File: src/rtl/bws_pkg.sv
// shared types and constants for the box window sum core detect block
// used by every module of the block; no dependencies
package bws_pkg;

    localparam int unsigned VALUE_W    = 32;
    localparam int unsigned RADIUS_W   = 3;
    localparam int unsigned TOTAL_W    = 40;
    localparam int unsigned CFG_IDX_W  = 1;
    localparam int unsigned CFG_DATA_W = 32;

    // configuration register indexes
    typedef enum logic [CFG_IDX_W-1:0] {
        CFG_RADIUS     = 1'b0,
        CFG_MIN_POINTS = 1'b1
    } t_cfg_idx;

    // one result item
    typedef struct packed {
        logic [VALUE_W-1:0] window_sum;
        logic               core;
        logic               result_last;
    } t_result;

endpackage

File: src/rtl/bws_window.sv
// window shift line, running total and end-of-line flush sequencer
// depends on bws_pkg
module bws_window #(
    parameter int unsigned MAX_RADIUS = 7
) (
    input  logic                          i_clk,
    input  logic                          i_rst_n,
    input  logic [bws_pkg::RADIUS_W-1:0]  i_radius,
    input  logic [bws_pkg::VALUE_W-1:0]   i_min_points,
    input  logic                          i_item_valid,
    input  logic [bws_pkg::VALUE_W-1:0]   i_value,
    input  logic                          i_occupied,
    input  logic                          i_line_end,
    input  logic                          i_space,
    output logic                          o_take,
    output logic                          o_push,
    output bws_pkg::t_result              o_result
);
    import bws_pkg::*;

    localparam int unsigned WIN   = 2 * MAX_RADIUS + 1;
    localparam int unsigned WIDX  = (WIN > 1) ? $clog2(WIN) : 1;
    localparam int unsigned CW    = $clog2(WIN + 1);
    localparam logic [4:0]  MAX_R = 5'(MAX_RADIUS);
    localparam logic [CW-1:0] WIN_C = CW'(WIN);

    // window storage: index 0 is the newest value
    logic [VALUE_W-1:0] r_win [WIN];
    logic               r_occ [WIN];
    logic [VALUE_W-1:0] n_win [WIN];
    logic               n_occ [WIN];

    logic [TOTAL_W-1:0]  r_total, n_total;
    logic [CW-1:0]       r_count, n_count;
    logic                r_flush, n_flush;
    logic [RADIUS_W-1:0] r_d, n_d;

    logic [RADIUS_W-1:0] r_eff;
    logic [3:0]          two_r;
    logic [3:0]          flush_idx;
    logic [CW-1:0]       count_inc;
    logic [TOTAL_W-1:0]  main_sub;
    logic [TOTAL_W-1:0]  main_total;
    logic [TOTAL_W-1:0]  flush_total;
    logic                step_main;
    logic                step_flush;

    function automatic logic [TOTAL_W-1:0] sat_sub(input logic [TOTAL_W-1:0] a,
                                                   input logic [TOTAL_W-1:0] b);
        return (b > a) ? '0 : a - b;
    endfunction

    function automatic logic [TOTAL_W-1:0] sat_add(input logic [TOTAL_W-1:0] a,
                                                   input logic [TOTAL_W-1:0] b);
        logic [TOTAL_W:0] s;
        s = {1'b0, a} + {1'b0, b};
        return s[TOTAL_W] ? '1 : s[TOTAL_W-1:0];
    endfunction

    function automatic t_result make_result(input logic [TOTAL_W-1:0] tot,
                                            input logic [VALUE_W-1:0] minp,
                                            input logic               occ,
                                            input logic               last);
        t_result res;
        res.window_sum  = (tot[TOTAL_W-1:VALUE_W] != '0) ? '1 : tot[VALUE_W-1:0];
        res.core        = (tot > {{(TOTAL_W-VALUE_W){1'b0}}, minp}) && occ;
        res.result_last = last;
        return res;
    endfunction

    // effective radius, limited to the window depth
    always_comb begin
        if ({2'b00, i_radius} > MAX_R) begin
            r_eff = MAX_R[RADIUS_W-1:0];
        end else begin
            r_eff = i_radius;
        end
        two_r     = {r_eff, 1'b0};
        flush_idx = {1'b0, r_d} + {1'b0, r_eff} + 4'd1;
        count_inc = (r_count < WIN_C) ? r_count + CW'(1) : r_count;
    end

    // shifted window for a new value
    always_comb begin
        n_win[0] = i_value;
        n_occ[0] = i_occupied;
        for (int i = 1; i < WIN; i++) begin
            n_win[i] = r_win[i-1];
            n_occ[i] = r_occ[i-1];
        end
    end

    // running total updates: drop the leaving value, add the new one
    always_comb begin
        if (32'(r_count) > 32'(two_r)) begin
            main_sub = sat_sub(r_total, {{(TOTAL_W-VALUE_W){1'b0}}, r_win[WIDX'(two_r)]});
        end else begin
            main_sub = r_total;
        end
        main_total = sat_add(main_sub, {{(TOTAL_W-VALUE_W){1'b0}}, i_value});
        if (32'(flush_idx) < 32'(r_count)) begin
            flush_total = sat_sub(r_total,
                                  {{(TOTAL_W-VALUE_W){1'b0}}, r_win[WIDX'(flush_idx)]});
        end else begin
            flush_total = r_total;
        end
    end

    assign step_main  = i_item_valid && !r_flush && i_space;
    assign step_flush = r_flush && i_space;

    // next state of total, count and flush sequencer
    always_comb begin
        n_total = r_total;
        n_count = r_count;
        n_flush = r_flush;
        n_d     = r_d;
        if (step_main) begin
            n_total = main_total;
            n_count = count_inc;
            if (i_line_end) begin
                if (r_eff == '0) begin
                    n_total = '0;
                    n_count = '0;
                end else begin
                    n_flush = 1'b1;
                    n_d     = r_eff - RADIUS_W'(1);
                end
            end
        end else if (step_flush) begin
            n_total = flush_total;
            if (r_d == '0) begin
                n_total = '0;
                n_count = '0;
                n_flush = 1'b0;
            end else begin
                n_d = r_d - RADIUS_W'(1);
            end
        end
    end

    // result push toward the output buffer
    always_comb begin
        o_take   = step_main;
        o_push   = 1'b0;
        o_result = make_result(main_total, i_min_points, n_occ[WIDX'(r_eff)],
                               i_line_end && (r_eff == '0));
        if (step_main) begin
            o_push = 32'(count_inc) > 32'(r_eff);
        end else if (step_flush) begin
            o_push   = 32'(r_count) > 32'(r_d);
            o_result = make_result(flush_total, i_min_points, r_occ[WIDX'(r_d)],
                                   r_d == '0);
        end
    end

    // control registers
    always_ff @(posedge i_clk) begin
        if (!i_rst_n) begin
            r_total <= '0;
            r_count <= '0;
            r_flush <= 1'b0;
            r_d     <= '0;
        end else begin
            r_total <= n_total;
            r_count <= n_count;
            r_flush <= n_flush;
            r_d     <= n_d;
        end
    end

    // window payload, only entries below the count are ever read
    always_ff @(posedge i_clk) begin
        if (step_main) begin
            for (int i = 0; i < WIN; i++) begin
                r_win[i] <= n_win[i];
                r_occ[i] <= n_occ[i];
            end
        end
    end

endmodule

File: src/rtl/bws_out_buf.sv
// two-entry result buffer: output register plus skid entry
// depends on bws_pkg
module bws_out_buf (
    input  logic             i_clk,
    input  logic             i_rst_n,
    input  logic             i_push,
    input  bws_pkg::t_result i_data,
    output logic             o_space,
    output logic             o_valid,
    output bws_pkg::t_result o_data,
    input  logic             i_stall
);
    import bws_pkg::*;

    t_result    r_q0, r_q1;
    logic [1:0] r_cnt;
    logic       pop;

    assign pop     = (r_cnt != 2'd0) && !i_stall;
    assign o_space = (r_cnt != 2'd2) || pop;
    assign o_valid = r_cnt != 2'd0;
    assign o_data  = r_q0;

    // occupancy count
    always_ff @(posedge i_clk) begin
        if (!i_rst_n) begin
            r_cnt <= 2'd0;
        end else if (i_push && !pop) begin
            r_cnt <= r_cnt + 2'd1;
        end else if (pop && !i_push) begin
            r_cnt <= r_cnt - 2'd1;
        end
    end

    // entry data, head always in r_q0
    always_ff @(posedge i_clk) begin
        if (pop) begin
            if (r_cnt == 2'd2) begin
                r_q0 <= r_q1;
                if (i_push) begin
                    r_q1 <= i_data;
                end
            end else if (i_push) begin
                r_q0 <= i_data;
            end
        end else if (i_push) begin
            if (r_cnt == 2'd0) begin
                r_q0 <= i_data;
            end else begin
                r_q1 <= i_data;
            end
        end
    end

endmodule

File: src/rtl/box_window_sum_core_detect_core.sv
// top level of the box window sum core detect block: input register, config, wiring
// depends on bws_pkg, bws_window and bws_out_buf
//
// One axis pass of a separable box filter. Values of a line stream in one item per
// cycle while the block does not stall its input, and each gives at most one window
// sum, which comes out once radius further values have arrived; the sum is saturated
// to 32 bits and core is set when it exceeds min_points and the centre bin is
// occupied. After an item with line_end set, the remaining results, up to radius of
// them, are flushed one per cycle by the flush sequencer while input stalls and the
// result buffer has space. A result passes through the input register and then the
// result buffer before it is valid on the output. The window depth is
// 2*MAX_RADIUS+1; radius values above MAX_RADIUS act as MAX_RADIUS. Write the
// configuration only while the block is idle.
module box_window_sum_core_detect_core #(
    parameter int unsigned MAX_RADIUS = 7
) (
    input  logic                            i_clk,
    input  logic                            i_rst_n,
    // input items
    input  logic                            i_in_valid,
    output logic                            o_in_stall,
    input  logic [bws_pkg::VALUE_W-1:0]     i_value,
    input  logic                            i_occupied,
    input  logic                            i_line_end,
    // result items
    output logic                            o_out_valid,
    input  logic                            i_out_stall,
    output logic [bws_pkg::VALUE_W-1:0]     o_window_sum,
    output logic                            o_core,
    output logic                            o_result_last,
    // configuration writes
    input  logic                            i_cfg_we,
    input  logic [bws_pkg::CFG_IDX_W-1:0]   i_cfg_index,
    input  logic [bws_pkg::CFG_DATA_W-1:0]  i_cfg_data
);
    import bws_pkg::*;

    logic [RADIUS_W-1:0] r_radius;
    logic [VALUE_W-1:0]  r_min_points;

    logic               r_in_valid;
    logic [VALUE_W-1:0] r_value;
    logic               r_occupied;
    logic               r_line_end;

    logic    take;
    logic    push;
    logic    space;
    logic    accept;
    t_result win_result;
    t_result out_result;

    // configuration registers
    always_ff @(posedge i_clk) begin
        if (!i_rst_n) begin
            r_radius     <= RADIUS_W'(1);
            r_min_points <= '0;
        end else if (i_cfg_we) begin
            unique case (t_cfg_idx'(i_cfg_index))
                CFG_RADIUS: begin
                    r_radius <= i_cfg_data[RADIUS_W-1:0];
                end
                CFG_MIN_POINTS: begin
                    r_min_points <= i_cfg_data[VALUE_W-1:0];
                end
                default: begin
                end
            endcase
        end
    end

    // input register
    assign o_in_stall = r_in_valid && !take;
    assign accept     = i_in_valid && !o_in_stall;

    always_ff @(posedge i_clk) begin
        if (!i_rst_n) begin
            r_in_valid <= 1'b0;
        end else if (accept) begin
            r_in_valid <= 1'b1;
        end else if (take) begin
            r_in_valid <= 1'b0;
        end
    end

    always_ff @(posedge i_clk) begin
        if (accept) begin
            r_value    <= i_value;
            r_occupied <= i_occupied;
            r_line_end <= i_line_end;
        end
    end

    // window and running sum
    bws_window #(
        .MAX_RADIUS (MAX_RADIUS)
    ) u_window (
        .i_clk        (i_clk),
        .i_rst_n      (i_rst_n),
        .i_radius     (r_radius),
        .i_min_points (r_min_points),
        .i_item_valid (r_in_valid),
        .i_value      (r_value),
        .i_occupied   (r_occupied),
        .i_line_end   (r_line_end),
        .i_space      (space),
        .o_take       (take),
        .o_push       (push),
        .o_result     (win_result)
    );

    // result buffer
    bws_out_buf u_out_buf (
        .i_clk   (i_clk),
        .i_rst_n (i_rst_n),
        .i_push  (push),
        .i_data  (win_result),
        .o_space (space),
        .o_valid (o_out_valid),
        .o_data  (out_result),
        .i_stall (i_out_stall)
    );

    assign o_window_sum  = out_result.window_sum;
    assign o_core        = out_result.core;
    assign o_result_last = out_result.result_last;

endmodule
File: config.mk
export PLATFORM = sky130hd
export DESIGN_NAME = box_window_sum_core_detect_core
export DESIGN_NICKNAME = d
export VERILOG_FILES = /design/src/rtl/bws_pkg.sv /design/src/rtl/bws_window.sv /design/src/rtl/bws_out_buf.sv /design/src/rtl/box_window_sum_core_detect_core.sv
export SDC_FILE = /design/constraint.sdc
export NUM_CORES = 1
export LEC_CHECK = 0
export ABC_CLOCK_PERIOD_IN_PS = 21100
export BUFFER_PORTS_ARGS = -buffer_cell sky130_fd_sc_hd__buf_2
export CORE_UTILIZATION = 56
export DETAILED_ROUTE_END_ITERATION = 8
export PLACE_DENSITY_LB_ADDON = 0.1
export REMOVE_ABC_BUFFERS = 1
export SYNTH_ARGS = -nofsm -noshare
export SYNTH_HDL_FRONTEND = slang
export SYNTH_SLANG_ARGS = --single-unit
File: constraint.sdc
create_clock -name i_clk -period 21.1 [get_ports i_clk]
set_clock_uncertainty 0.15 [all_clocks]
set_input_delay 4.22 -clock i_clk [delete_from_list [all_inputs] [get_ports i_clk]]
set_output_delay 4.22 -clock i_clk [all_outputs]
set_load 0.05 [all_outputs]
# Word-level counts from Yosys, hierarchy flattened

Memories as Yosys holds them, arrays and structs flattened. A register that Yosys moved wholly into a read port is not among the register bits.
Index checks and enable logic that the tools add are counted.

Register bits: 188
Memory bits (writable): 495
Bits of input ports: 72
Output and inout bits: 36
Logic and storage cells: 140
Memories: 2

$add $sub $neg: 10
Order comparisons: 10
Eq/ne operators: 7
Mux-type cells: 54
Bitwise gates (word level): 2
Reductions and logical operators: 38

Memory list:

| name           | words | width | read ports | clocked after memory_dff | wr ports | RTL line         | RTL |
|---|---|---|---|---|---|---|---|
| u_window.r_win | 15    | 32    | 16         | 1                        | 15       | bws_window.sv:28 | `logic [VALUE_W-1:0] r_win [WIN];` |
| u_window.r_occ | 15    | 1     | 15         | 1                        | 15       | bws_window.sv:29 | `logic r_occ [WIN];` |

Operators with widths:

| operator                                                            | number |
|---|---|
| 40-bit 2-to-1 mux                                                   | 10 |
| 34-bit 2-to-1 mux                                                   | 11 |
| 32-bit by 40-bit greater-than comparator with 1-bit output          | 2 |
| 40-bit by 32-bit greater-than comparator with 1-bit output          | 2 |
| 40-bit by 32-bit subtractor with 40-bit output                      | 2 |
| 32-bit 2-to-1 mux                                                   | 2 |
| 40-bit by 32-bit adder with 41-bit output                           | 1 |
| 4-bit 2-to-1 mux                                                    | 10 |
| 2-bit nonzero test                                                  | 8 |
| 8-bit nonzero test                                                  | 2 |
| 3-bit 2-to-1 mux                                                    | 5 |
| 1-bit 2-to-1 mux                                                    | 13 |
| 1-bit logical AND                                                   | 11 |
| 2-bit inequality test (second input constant)                       | 5 |
| 4-bit by 1-bit adder with 4-bit output (second input constant)      | 2 |
| 4-bit by 3-bit greater-than comparator with 1-bit output            | 2 |
| 4-bit AND reduction                                                 | 2 |
| 1-bit logical NOT                                                   | 6 |
| 3-bit logical NOT                                                   | 2 |
| 2-bit AND reduction                                                 | 3 |
| 3-bit AND reduction                                                 | 2 |
| 3-bit by 1-bit subtractor with 3-bit output (second input constant) | 2 |
| 5-bit >= comparator (second input constant)                         | 1 |
| 3-bit NOT with 5-bit output                                         | 1 |
| 13 further kinds                                                    | 14 |

# Depth between registers and ports, before layout

An unclocked memory read counts as a cell.

Depth in word-level cells: 13
Depth in mapped cells: 39
Depth with buffers taken out: 37

# Modules after synthesis

Synthesis repeated with hierarchy kept, for this count alone.

Cell total of the unflattened synthesis: 2876
Area total of the unflattened synthesis: 37332.1 um^2

By module, submodules not included:

| module                          | times used | cells each | area each (um^2) | seq. area each (um^2) |
|---|---|---|---|---|
| bws_window                      | 1          | 2551       | 31958.2          | 15675.0 |
| bws_out_buf                     | 1          | 129        | 2798.9           | 2082.0 |
| box_window_sum_core_detect_core | 1          | 196        | 2575.0           | 1741.7 |

# Worst setup path before layout

No wires, ideal clock.

Path type: input to register
Start point: input i_out_stall
End point: register u_window.r_total[0]
Library setup time: 0.059 ns
Arrival: 11.449 ns
Required time: 20.891 ns
Path slack: 9.443 ns
Stages on the path: 6
Buffers on the path: 0
Cell sequence: nand2_1 -> nand3b_1 -> inv_2 -> nand2_1 -> o221ai_1 -> o211a_1

Cells in the longest elaborated chain, start to end: 5
Elaborated cells between the ends (all ways): 7
Those cells by class: 1 x mux; 6 x reduce/logical

Ends and longest elaborated chain:

| what                                                           | RTL line                              | RTL |
|---|---|---|
| from (decl)                                                    | box_window_sum_core_detect_core.sv:27 | `input logic i_out_stall,` |
| 1-bit logical NOT (*)                                          | bws_out_buf.sv:19                     | `assign pop = (r_cnt != 2'd0) && !i_stall;` |
| 1-bit logical AND (*)                                          | bws_out_buf.sv:19                     |  |
| 1-bit logical OR (*)                                           | bws_out_buf.sv:20                     | `assign o_space = (r_cnt != 2'd2) \|\| pop;` |
| 1-bit logical AND (*)                                          | bws_window.sv:109                     | `assign step_main = i_item_valid && !r_flush && i_space;` |
| net take                                                       | box_window_sum_core_detect_core.sv:46 | `logic take;` |
| 40-bit 2-to-1 mux / 2-bit nonzero test (equally long branches) | --                                    |  |
| to (signal assigned)                                           | bws_window.sv:165                     | `r_total <= n_total;` |
| to (decl)                                                      | bws_window.sv:33                      | `logic [TOTAL_W-1:0] r_total, n_total;` |

The timed path passes the listed nets; every way through them passes the cells marked *.
A chain may end at the register's enable or synchronous reset.

==> run summary <==
================================================================================
Via count normalized by instance count                                     6.627
Internal power contribution                                              3314 µW
Die height                                                              259.1 µm
Gate Count Post-Synth                                                      3,008
Pwr dens                                                            134.9 nW/µm²
Cell with the most instances after synthesis                        sky130_fd_sc_hd__edfxtp_1
Largest net degree at the start of global routing                            197
Synthesized flop and latch total                                             682
H-tree levels                                                                  3
Antenna-violating nets left                                                    0
Area overhead of the layout relative to synthesis                         10.25%
Kind of critical path                                                 reg -> reg
DRC                                                                            0
Core Area                                                             64,930 µm²
Slew Limit Headroom                                                       25.56%
Number of enable-type register cells in the synthesized netlist              590
Count of final hold-check violations                                           0
DR WL/cell                                                              26.28 µm
Maximum fanout along the worst path                                           37
Final-stage net count                                                      3,331
Worst ir drop on vdd                                                 0.0001668 V
Cell variety after synth                                                      88
Share of synthesized flip-flops with an asynchronous set or reset             0%
Synthesized-area fraction occupied by xor and xnor cells                  2.342%
Leading post-synthesis cells by instance count                      sky130_fd_sc_hd__edfxtp_1 (590), sky130_fd_sc_hd__nand2_1 (321), sky130_fd_sc_hd__a21oi_1 (186)
Setup slack of the critical path after layout                          10,370 ps
PortBufs                                                                     107
Arr. time, crit path                                                   10,950 ps
Transition time at the pin with the least slew margin                    1117 ps
Sinks on Clock Net                                                           682
Simple-gate share of the synthesized area                                 9.846%
Overall track demand over capacity in global routing                      31.54%
Initial standard-cell utilization of the core                             57.01%
Via count of the first global-routing pass                                25,880
Global-route wire length before repair                                159,800 µm
Routability-driven placement congestion ratio                              1.007
Slowest stage cell on the critical path                             sky130_fd_sc_hd__dfxtp_4
Fin Setup TNS                                                               0 ps
Number of cell rows                                                           93
Post-Synthesis Mean Instance Area                                      12.31 µm²
Area share of fa/ha/maj cells after synthesis                             6.300%
Die X                                                                   259.1 µm
Detailed router's first-iteration violation count                          2,972
Final WL                                                              104,900 µm
Largest area contributor in the synthesized netlist                 sky130_fd_sc_hd__edfxtp_1
Final Setup Violations                                                         0
Fraction of layout cells with a size suffix above 1                       16.37%
Post-CTS setup buffers                                                         0
Combined area of all synthesized cells                                37,020 µm²
Most area-consuming cells after synthesis                           sky130_fd_sc_hd__edfxtp_1 (48%), sky130_fd_sc_hd__mux4_2 (10%), sky130_fd_sc_hd__ha_1 (6.1%)
CTS clock-pin slew for the worst setup and hold paths                      60 ps
Post-Place Setup Slack                                                 10,400 ps
Instance area at placement                                            38,470 µm²
Most instantiated flip-flop cell in the synthesis netlist           sky130_fd_sc_hd__edfxtp_1
Power after layout                                                       5505 µW
Max Cap Violations                                                             0
Post-route fraction of the period consumed by the critical path           50.86%
Switching Fraction                                                        39.79%
Fmax                                                                 0.09318 GHz
Grt met1 use                                                              46.70%
Clk pwr share                                                              23.0%
Root buffer cell                                                    sky130_fd_sc_hd__clkbuf_16
Multiplexer area fraction after synthesis                                 12.63%
Final HPWL DP                                                          73,220 µm
Top cell type's share of synthesized area                                 47.86%
Sw Pwr                                                                   2190 µW
Number of instances resized during post-cts repair                             0
Met2 routing resource usage after global routing                          47.65%
Max Root-Sink Buffers                                                          3
Sequential cell area fraction in the yosys report                         52.84%
# IOs                                                                        108
Post-synthesis compound-gate area fraction                                13.36%
Hold Buf Count CTS                                                             0
Leakage power figure                                                  0.01510 µW
Sum of overflow across all layers after global routing                         0
DR vias                                                                   26,440
Summed area of non-filler cells in the final layout                   40,810 µm²
Kind of path behind the tightest hold check                           reg -> reg
Unrepaired setup endpoints after global routing                               no
Register share of total power                                              32.9%
Max-slew violation count                                                       0
Worst hold slack                                                        289.7 ps
Status                                                                 completed
Launching element type of the critical path                             register
CP max stage delay                                                        770 ps
Synthesis Warnings                                                             0
Antenna violations before repair                                               1
Number of buffers created by CTS                                              74
Combinational family with the most area after synthesis             compound AO/OA/AOI/OAI gates
Initial DRT Pass Iterations                                                    5
Met3 track utilization from global routing                                4.794%
Most used routing layer                                                     met2
Critical path required time                                            21,320 ps
Capturing element type of the critical path                             register
Power share of the combinational group                                     44.1%
TritonCTS clock tree                                                        done
Clock insertion delay at the later pin of the skew report                 630 ps
Die area                                                              67,130 µm²
Final critical-path required period                                    10,730 ps
================================================================================
==> critical path, delay by kind of cell (launching register included) <==
family	cells	cell delay (ps)
compound gates	17	4030
fa+ha+maj	4	1110
mux	2	890
flops	1	770
simple gates	11	1980
buf+inv	5	1500
==> power by group through the flow <==
stage	clock, µW	combinational (µW)	sequential (µW)
2_1_floorplan	0	1670	1840
3_3_place_gp	0	2350	1820
3_5_place_dp	0	2370	1830
4_1_cts	1290	2390	1810
5_1_grt	1330	2620	1830
6_report	1260	2430	1810
==> final timing paths <==
check                                               startpoint                             end  slack [ps]  cells after the start
worst max-delay path                                  register     u_out_buf.r_q1[1]$_DFFE_PP_       10370                     39
worst min-delay path            u_window.r_win[1][1]$_DFFE_PP_  u_window.r_win[2][1]$_DFFE_PP_         290                      0
worst max register to register                        register     u_out_buf.r_q1[1]$_DFFE_PP_       10370                     39
worst min register to register  u_window.r_win[1][1]$_DFFE_PP_  u_window.r_win[2][1]$_DFFE_PP_         290                      0
==> kinds of logic after synthesis <==
family / count (synthesis)
XOR/XNOR: 99
adder cells (fa/ha/maj): 184
multiplexers: 259
buffers and inverters: 259
AO/OA/AOI/OAI: 743
flip-flops: 682
AND/OR/NAND/NOR: 782
==> stage by stage <==
step / instances / util, %
4_1_cts: 3989 / 62.85
3_3_place_gp: 3854 / 59.25
2_1_floorplan: 2850 / -
6_report: 3990 / 62.85
3_5_place_dp: 3854 / 59.25
5_1_grt: 3989 / 62.85
==> state kept, by name (all words and copies together) (netlist names), named ones only <==
register          cells
u_window.r_occ        8
u_window.r_flush      1
u_window.r_count      4
u_window.r_total     40
r_value              32
u_out_buf.r_cnt       2
r_in_valid            1
u_out_buf.o_data     34
u_out_buf.r_q1       34
r_line_end            1
r_radius              3
u_window.r_win      480
r_occupied            1
u_window.r_d          3
r_min_points         32
==> metal layers <==
layer  up-vias  share of wire [%]
li1      11750                  -
met1     13310                 44
met2      1199                 45
met3       187                7.7
met4         0                3.3
met5         -                  0
==> placed cells by master (no fill, tap or decap), types with 89 or more instances in the layout <==
cell and instances:
sky130_fd_sc_hd__nand2_1 321, sky130_fd_sc_hd__o21ai_0 167, sky130_fd_sc_hd__mux4_2 164, sky130_fd_sc_hd__a21oi_1 183, sky130_fd_sc_hd__inv_1 100, sky130_fd_sc_hd__nor2_1 172, sky130_fd_sc_hd__edfxtp_1 590, sky130_fd_sc_hd__dfxtp_1 89
sky130_fd_sc_hd__ha_1 179, sky130_fd_sc_hd__buf_2 107
==> cell type report <==
| class | count | area, µm² |
|---|---|---|
| diodes | 1 | 2.502 |
| clock buffers | 99 | 2027 |
| clock inverters | 36 | 312.8 |
| fillers | 5023 | 24120 |
| inverters | 101 | 386.6 |
| multi-input cells | 2067 | 16570 |
| flip-flops and latches | 682 | 19570 |
| well taps | 855 | 1070 |
| repair buffers | 149 | 875.8 |
No activity file was read; power rests on OpenSTA's default activity.
